<file path="config.mk">
export PLATFORM = sky130hd
export DESIGN_NAME = sha1_byte_stream_hasher
export DESIGN_NICKNAME = d
export VERILOG_FILES = /design/src/sha1bsh_pkg.sv /design/src/sha1_byte_stream_hasher.sv
export SDC_FILE = /design/constraint.sdc
export NUM_CORES = 2
export LEC_CHECK = 0
export ABC_AREA = 1
export BUFFER_PORTS_ARGS = -buffer_cell sky130_fd_sc_hd__buf_2
export CAP_MARGIN = 20
export CORE_MARGIN = 2
export CORE_UTILIZATION = 25
export CTS_CLUSTER_SIZE = 16
export DETAILED_ROUTE_END_ITERATION = 12
export GPL_TIMING_DRIVEN = 0
export PLACE_DENSITY = 0.44
export SLEW_MARGIN = 15
export SYNTH_ARGS = -nofsm -noshare
export SYNTH_HDL_FRONTEND = slang
export SYNTH_SLANG_ARGS = --single-unit
</file>
<file path="constraint.sdc">
create_clock -name clk -period 14.6 [get_ports clk]
set_input_delay 0.73 -clock clk [delete_from_list [all_inputs] [get_ports clk]]
set_output_delay 0.73 -clock clk [all_outputs]
set_load 0.01 [all_outputs]
</file>
<file path="src/sha1bsh_pkg.sv">
`timescale 1ns / 1ps
// ----------------------------------------------------------------------------
// SHA-1 byte stream hasher package
// Request and result types, request kinds, status codes, SHA-1 constants and
// the sequencer state type.
// ----------------------------------------------------------------------------
package sha1bsh_pkg;

	typedef logic [1:0] kind_t;
	typedef logic [1:0] status_t;

	localparam kind_t KIND_BYTE    = 2'd0;
	localparam kind_t KIND_FINISH  = 2'd1;
	localparam kind_t KIND_RESTART = 2'd2;

	localparam status_t STAT_OK           = 2'd0;
	localparam status_t STAT_TOO_LONG     = 2'd1;
	localparam status_t STAT_AFTER_FINISH = 2'd2;

	typedef struct packed {
		kind_t      kind;
		logic [7:0] data_byte;
	} in_item_t;

	typedef struct packed {
		logic [31:0] digest_word;
		logic [2:0]  word_index;
		status_t     status;
		logic        last;
	} out_item_t;

	typedef enum logic [2:0] {
		ST_IDLE,
		ST_PAD,
		ST_COMP,
		ST_ADD,
		ST_EMIT,
		ST_ERR
	} state_t;

	localparam logic [31:0] SHA1_IV [5] = '{
		32'h67452301, 32'hEFCDAB89, 32'h98BADCFE, 32'h10325476, 32'hC3D2E1F0
	};

	localparam logic [31:0] K_R0 = 32'h5A827999;
	localparam logic [31:0] K_R1 = 32'h6ED9EBA1;
	localparam logic [31:0] K_R2 = 32'h8F1BBCDC;
	localparam logic [31:0] K_R3 = 32'hCA62C1D6;

	localparam logic [7:0] PAD_MARK   = 8'h80;
	localparam logic [5:0] LEN_POS    = 6'd56;
	localparam logic [5:0] BLOCK_LAST = 6'd63;
	localparam logic [6:0] LAST_ROUND = 7'd79;
	localparam logic [6:0] R1_START   = 7'd20;
	localparam logic [6:0] R2_START   = 7'd40;
	localparam logic [6:0] R3_START   = 7'd60;
	localparam logic [2:0] LAST_WORD  = 3'd4;

endpackage

</file>
<file path="src/sha1_byte_stream_hasher.sv">
`timescale 1ns / 1ps
// ----------------------------------------------------------------------------
// SHA-1 byte stream hasher
// Message bytes shift into a 16-word block register; one shared round unit
// runs the 80 SHA-1 rounds on each full block; a finish returns the digest.
// ----------------------------------------------------------------------------
// A message byte that does not complete a block leaves the request side ready.
// The byte that completes a 64-byte block starts a compression: the 80 rounds
// run in turn through the single round unit, then the chaining add. A first
// finish shifts padding and the length into the block one byte per cycle,
// runs one or two compressions, then hands out the five digest words at one
// per cycle as the result side takes them. A repeated finish or an error
// finish goes straight to the output. The request side is not ready while
// the block pads, compresses or hands out results.
module sha1_byte_stream_hasher (
	input  logic                   clk,
	input  logic                   arst_n,
	input  logic                   in_valid,
	output logic                   in_ready,
	input  sha1bsh_pkg::in_item_t  in_item,
	output logic                   out_valid,
	input  logic                   out_ready,
	output sha1bsh_pkg::out_item_t out_item
);
	import sha1bsh_pkg::*;

	state_t      state_q, state_d;
	logic [31:0] chain_q [5];
	logic [31:0] w_q [16];
	logic [31:0] a_q, b_q, c_q, d_q, e_q;
	logic [6:0]  rnd_q;
	logic [5:0]  fill_q;
	logic [60:0] cnt_q;
	logic        finished_q;
	status_t     err_q;
	logic        pad_q;
	logic        final_q;
	logic [2:0]  idx_q;
	logic        out_valid_q;
	out_item_t   out_q;

	logic        in_acc;
	logic        out_free;
	logic        shift_en;
	logic [7:0]  shift_byte;
	logic        comp_start;
	logic        byte_acc;
	logic        pad_start;
	logic        restart;
	logic        set_state_err;
	logic        out_load;
	out_item_t   out_d;

	logic [63:0] len_bits;
	logic [2:0]  len_sel;
	logic [7:0]  len_byte;
	logic [31:0] f_val;
	logic [31:0] k_val;
	logic [31:0] t_val;
	logic [31:0] w_new;

	assign in_ready  = (state_q == ST_IDLE);
	assign in_acc    = in_valid && in_ready;
	assign out_free  = !out_valid_q || out_ready;
	assign out_valid = out_valid_q;
	assign out_item  = out_q;

	assign len_bits = {cnt_q, 3'b000};
	assign len_sel  = 3'd7 - fill_q[2:0];
	assign len_byte = len_bits[{len_sel, 3'b000} +: 8];

	always_comb begin
		if (rnd_q < R1_START) begin
			f_val = (b_q & c_q) | (~b_q & d_q);
			k_val = K_R0;
		end else if (rnd_q < R2_START) begin
			f_val = b_q ^ c_q ^ d_q;
			k_val = K_R1;
		end else if (rnd_q < R3_START) begin
			f_val = (b_q & c_q) | (b_q & d_q) | (c_q & d_q);
			k_val = K_R2;
		end else begin
			f_val = b_q ^ c_q ^ d_q;
			k_val = K_R3;
		end
	end

	assign t_val = {a_q[26:0], a_q[31:27]} + f_val + e_q + w_q[0] + k_val;
	assign w_new = {w_q[13][30:0] ^ w_q[8][30:0] ^ w_q[2][30:0] ^ w_q[0][30:0],
		w_q[13][31] ^ w_q[8][31] ^ w_q[2][31] ^ w_q[0][31]};

	always_ff @(posedge clk or negedge arst_n) begin
		if (!arst_n) begin
			state_q <= ST_IDLE;
		end else begin
			state_q <= state_d;
		end
	end

	always_comb begin
		state_d       = state_q;
		shift_en      = 1'b0;
		shift_byte    = in_item.data_byte;
		comp_start    = 1'b0;
		byte_acc      = 1'b0;
		pad_start     = 1'b0;
		restart       = 1'b0;
		set_state_err = 1'b0;
		out_load      = 1'b0;
		out_d         = '0;
		unique case (state_q)
			ST_IDLE: begin
				if (in_acc) begin
					unique case (in_item.kind)
						KIND_BYTE: begin
							if (finished_q) begin
								set_state_err = 1'b1;
							end else if (err_q == STAT_OK) begin
								shift_en = 1'b1;
								byte_acc = 1'b1;
								if (fill_q == BLOCK_LAST) begin
									state_d    = ST_COMP;
									comp_start = 1'b1;
								end
							end
						end
						KIND_FINISH: begin
							if (err_q != STAT_OK) begin
								state_d = ST_ERR;
							end else if (finished_q) begin
								state_d = ST_EMIT;
							end else begin
								shift_en   = 1'b1;
								shift_byte = PAD_MARK;
								pad_start  = 1'b1;
								if (fill_q == BLOCK_LAST) begin
									state_d    = ST_COMP;
									comp_start = 1'b1;
								end else begin
									state_d = ST_PAD;
								end
							end
						end
						KIND_RESTART: begin
							restart = 1'b1;
						end
						default: begin
						end
					endcase
				end
			end
			ST_PAD: begin
				shift_en   = 1'b1;
				shift_byte = (final_q && fill_q >= LEN_POS) ? len_byte : 8'h00;
				if (fill_q == BLOCK_LAST) begin
					state_d    = ST_COMP;
					comp_start = 1'b1;
				end
			end
			ST_COMP: begin
				if (rnd_q == LAST_ROUND) begin
					state_d = ST_ADD;
				end
			end
			ST_ADD: begin
				if (!pad_q) begin
					state_d = ST_IDLE;
				end else if (!final_q) begin
					state_d = ST_PAD;
				end else begin
					state_d = ST_EMIT;
				end
			end
			ST_EMIT: begin
				if (out_free) begin
					out_load          = 1'b1;
					out_d.digest_word = chain_q[idx_q];
					out_d.word_index  = idx_q;
					out_d.status      = STAT_OK;
					out_d.last        = (idx_q == LAST_WORD);
					if (idx_q == LAST_WORD) begin
						state_d = ST_IDLE;
					end
				end
			end
			ST_ERR: begin
				if (out_free) begin
					out_load     = 1'b1;
					out_d.status = err_q;
					out_d.last   = 1'b1;
					state_d      = ST_IDLE;
				end
			end
			default: begin
				state_d = ST_IDLE;
			end
		endcase
	end

	// control state
	always_ff @(posedge clk or negedge arst_n) begin
		if (!arst_n) begin
			for (int i = 0; i < 5; i++) begin
				chain_q[i] <= SHA1_IV[i];
			end
			fill_q      <= '0;
			cnt_q       <= '0;
			finished_q  <= 1'b0;
			err_q       <= STAT_OK;
			pad_q       <= 1'b0;
			final_q     <= 1'b0;
			idx_q       <= '0;
			rnd_q       <= '0;
			out_valid_q <= 1'b0;
		end else begin
			if (restart) begin
				for (int i = 0; i < 5; i++) begin
					chain_q[i] <= SHA1_IV[i];
				end
				fill_q     <= '0;
				cnt_q      <= '0;
				finished_q <= 1'b0;
				err_q      <= STAT_OK;
			end
			if (set_state_err) begin
				err_q <= STAT_AFTER_FINISH;
			end
			if (shift_en) begin
				fill_q <= fill_q + 6'd1;
			end
			if (byte_acc) begin
				cnt_q <= cnt_q + 61'd1;
				if (&cnt_q) begin
					err_q <= STAT_TOO_LONG;
				end
			end
			if (pad_start) begin
				pad_q   <= 1'b1;
				final_q <= (fill_q < LEN_POS);
			end
			if (comp_start) begin
				rnd_q <= '0;
			end else if (state_q == ST_COMP) begin
				rnd_q <= rnd_q + 7'd1;
			end
			if (state_q == ST_ADD) begin
				chain_q[0] <= chain_q[0] + a_q;
				chain_q[1] <= chain_q[1] + b_q;
				chain_q[2] <= chain_q[2] + c_q;
				chain_q[3] <= chain_q[3] + d_q;
				chain_q[4] <= chain_q[4] + e_q;
				if (pad_q && !final_q) begin
					final_q <= 1'b1;
				end else if (pad_q) begin
					pad_q      <= 1'b0;
					finished_q <= 1'b1;
					cnt_q      <= '0;
				end
			end
			if (out_load) begin
				idx_q <= (idx_q == LAST_WORD || state_q == ST_ERR) ? 3'd0 : idx_q + 3'd1;
			end
			if (out_load) begin
				out_valid_q <= 1'b1;
			end else if (out_ready) begin
				out_valid_q <= 1'b0;
			end
		end
	end

	// block register, round unit and result payload
	always_ff @(posedge clk) begin
		if (shift_en) begin
			for (int i = 0; i < 15; i++) begin
				w_q[i] <= {w_q[i][23:0], w_q[i+1][31:24]};
			end
			w_q[15] <= {w_q[15][23:0], shift_byte};
		end else if (state_q == ST_COMP) begin
			for (int i = 0; i < 15; i++) begin
				w_q[i] <= w_q[i+1];
			end
			w_q[15] <= w_new;
		end
		if (comp_start) begin
			a_q <= chain_q[0];
			b_q <= chain_q[1];
			c_q <= chain_q[2];
			d_q <= chain_q[3];
			e_q <= chain_q[4];
		end else if (state_q == ST_COMP) begin
			a_q <= t_val;
			b_q <= a_q;
			c_q <= {b_q[1:0], b_q[31:2]};
			d_q <= c_q;
			e_q <= d_q;
		end
		if (out_load) begin
			out_q <= out_d;
		end
	end

	a_rnd_range: assert property (@(posedge clk) disable iff (!arst_n)
		state_q == ST_COMP |-> rnd_q <= LAST_ROUND)
		else $error("round counter out of range");

	a_idx_range: assert property (@(posedge clk) disable iff (!arst_n)
		state_q == ST_EMIT |-> idx_q <= LAST_WORD)
		else $error("digest word index out of range");

	a_err_result: assert property (@(posedge clk) disable iff (!arst_n)
		out_valid_q && out_q.status != STAT_OK |->
		out_q.last && out_q.digest_word == 32'd0 && out_q.word_index == 3'd0)
		else $error("error result malformed");

	a_last_word: assert property (@(posedge clk) disable iff (!arst_n)
		out_valid_q && out_q.status == STAT_OK |-> out_q.last == (out_q.word_index == LAST_WORD))
		else $error("last mark on wrong digest word");

	a_finish_clean: assert property (@(posedge clk) disable iff (!arst_n)
		state_q == ST_IDLE && finished_q |-> fill_q == 6'd0 && cnt_q == 61'd0)
		else $error("stale fill state after finish");

	a_restart: assert property (@(posedge clk) disable iff (!arst_n)
		restart |=> err_q == STAT_OK && !finished_q && fill_q == 6'd0)
		else $error("restart did not clear state");

endmodule

</file>
==> results.toml <==
[global_routing]
grt_max_degree = 85
overflow = 0
grt_pass1_vias = 52990
grt_pass1_wl_um = 399000
grt_antenna_before_repair = 14
grt_use_total_pct = 22.8

[clocking]
cts_made_buffers = 114
cts_tree = "done"
clock_latency_ns = 0.83
h-tree-depth = 3
clock_path_buffers = 3
path_clk_slew_ns = 0.07
clock-sinks = 956
root_buffer = "clkbuf_16"

[detailed_routing]
vias = 54681
wire_per_inst_um = 25.9
routed_wl_um = 285000
vias_per_cell = 4.96
dr.first_iter.drc_count = 5695
firstDrtPassIters = 6
antenna_left = 0
drc = 0

[die]
placeableCoreArea_sq_um = 240000
fp.dieH_um = 494
die_w_um = 494
die_area_sq_um = 244000
start_util_pct = 25.1
io_pins = 54
std_cell_rows = 180

[synth]
yosys_warnings = 0
synth_compound_area_share_pct = 12.4
synth_xor_area_share_pct = 2.58
synth.area.mux_share_pct = 0
synth_edf_count = 710
ys_ff_latch = 956
synth_top_family_by_area = "simple AND/OR/NAND/NOR gates"
synthSimpleGateAreaFrac_pct = 22.7
synthDistinctLibCells = 52
synthAdderAreaFrac_pct = 8.28
ys.flop_type = "edfxtp_1"
syn_avg_cell_area_sq_um = 7.97
syn-instance-count = 7548
ys_seq_area_share_pct = 45.9
async_reset_ff_share_pct = 25.7
syn_nets = 7885
netlist_area_sq_um = 60100

[min_path]
min-delay-start = "in_item[2]"
hold_end = "w_q[1][226]$_DFFE_PP_"
min_path_cells = 3
hp-class = "in2reg"

[worst_setup_path]
crit_path_max_fanout = 10
required_ns = 15.12
reg2reg_depth = 21
cp_top_family = "compound AO/OA/AOI/OAI gates"
endpoint_kind = "flip-flop"
r2r_slack_ns = 7.10
slowest_delay_ns = 1.12
regToRegStartpoint = "rnd_q[4]$_DFFE_PN0P_"
cp.arrival_ns = 8.02
r2r_end = "a_q[14]$_DFFE_PP_"
crit_chain = "nand2_1, nor2_1, nor2_1, nand2_2, nand2_2, clkinv_1, clkbuf_1, a221oi_1, fa_1, inv_1, fa_1, inv_1, fa_1, inv_1, ha_1, a21oi_1, o21ai_0, a21oi_1, nand2_1, xnor2_1, o21ai_0"
worstSetupStartpointType = "flip-flop"
crit_buf_inv = 5
crit_type = "reg2reg"
cp_slowest_cell = "a221oi_1"

[sta]
slew_headroom_pct = 13.2
finalSetupTns_ns = 0
finalMaxSlewViolations = 0
hold_viol = 0
fin_crit_sh_pct = 51.3
fin_skew_ns = 0.0847
rsz0062_at_grt = "false"
setup_slack_ns = 7.10
worst_pin_slew_ns = 1.29
setup-violations-final = 0
fin_crit_ns = 7.50
max_freq_mhz = 133

[final_layout]
area_growth_pct = 14.5
fin_nets = 8079
stdcell_count = 11025
final_util_pct = 28.7
layout_commonest_cell = "nand2_1"
nFillCells = 26230
most-common-layout-cells = "nand2_1 (2381), inv_1 (1018), o21ai_0 (806)"
drive_gt1_share_pct = 5.27

[flow_run]
drv_cap = 0

[run_status]
status = "complete, no violations"

[placed_design]
place_inst = 10810
place_ws_ns = 7.43
hpwlAfterDp_um = 228000
port_buffers = 53
place_congestion = 1.01

[power]
p_total_mw = 10.4
ir_worst_vdd_mv = 0.123
cellPowerDensity_nw_per_um2 = 150
p_leak_nw = 29.4
routing by layer:
layer | global-route usage, % | up-vias | routed length (um)
met5 | 0 | - | 14
met4 | 10.2 | 2 | 14900
met3 | 2.58 | 421 | 16100
met2 | 36.9 | 2061 | 130000
met1 | 30.7 | 27079 | 124000
li1 | - | 25118 | -
worst min-delay path, cell delays in order:
cell and delay [ns]:
buf_2 0.12, nand2_1 0.06, a31oi_1 0.12
state kept, by name, indices dropped and copies added, names as in the netlist:
name and count:
d_q 32, idx_q 3, w_q 512, rnd_q 7, err_q 2, out_valid 1, chain_q 160, finished_q 1
c_q 32, final_q 1, out_item 38, cnt_q 61, state_q 3, fill_q 6, e_q 32, b_q 32
a_q 32, pad_q 1
logic make-up after synthesis:
logic type | count (synthesis)
and+or+nand+nor | 3410
buffers and inverters | 1287
xor gates and xnor gates | 177
adders and majority gates | 323
DFF | 956
AOI/OAI and AO/OA | 1395
cells in the mapped netlist, types with 17 or more instances:
master    number  area share [%]
nor3_1        60            0.50
o22ai_1       49            0.51
o21ai_0      809             6.7
a211oi_1      19            0.24
xor2_1        60            0.87
nand2_1     2383              15
fa_1         125             4.2
edfxtp_1     710              35
o311ai_0      17            0.25
inv_1       1018             6.4
buf_2         56            0.47
clkbuf_1     184             1.1
xnor2_1      117             1.7
nand4_1       74            0.77
o21bai_1      28            0.35
dfstp_2       80             3.5
ha_1         198             4.1
nand3_1      307             2.6
a21oi_1      383             3.2
dfrtp_1      166             6.9
nor2_1       524             3.3
where the power goes:
part | switching (mW) | internal (mW)
Combinational | 2.42 | 0.952
Sequential | 0.493 | 3.44
Clock | 1.32 | 1.74
Total | 4.23 | 6.13
metrics by stage:
| step | instance area, sq um | hold WS (ns) |
|---|---|---|
| CTS | 68900 | 0.290 |
| global route | 68900 | 0.313 |
| detailed placement | 65000 | 0.486 |
| floorplan | 60100 | 0.434 |
| global placement | 64400 | 0.476 |
| finish | 68900 | 0.334 |
area by class of cell:
type	instances	area [sq um]	area share [%]
inverters	1031	3870	5.62
multi-input cells	5305	27700	40.2
plain buffers	256	1050	1.52
flip-flops and latches	956	27600	40.0
clock inverters	63	813	1.18
clock buffers	148	3040	4.42
repair buffers	78	843	1.22
well taps	3185	3990	5.79
diodes	3	7.51	0.0109
worst max-delay path by stage:
stage / depth (start not counted) / endpoint / from / slack [ns]
3_5_place_dp: 21 / a_q[16]$_DFFE_PP_ / rnd_q[4]$_DFFE_PN0P_ / 7.43
2_1_floorplan: 10 / w_q[0][0]$_DFFE_PP_ / in_item[9] / 1.0
3_3_place_gp: 5 / w_q[0][135]$_DFFE_PP_ / state_q[2]$_DFFE_PN0P_ / -6.31
4_1_cts: 21 / a_q[16]$_DFFE_PP_ / rnd_q[4]$_DFFE_PN0P_ / 7.32
6_report: 21 / a_q[14]$_DFFE_PP_ / rnd_q[4]$_DFFE_PN0P_ / 7.10
5_1_grt: 23 / a_q[24]$_DFFE_PP_ / rnd_q[4]$_DFFE_PN0P_ / 6.90
repair_timing:
item / CTS / global route
hold endpoints to repair: 14 / 0
resized for setup: 0 / 0
hold buffers: 1 / 0
setup buffers: 0 / 0
No activity file was read; power rests on OpenSTA's default activity.
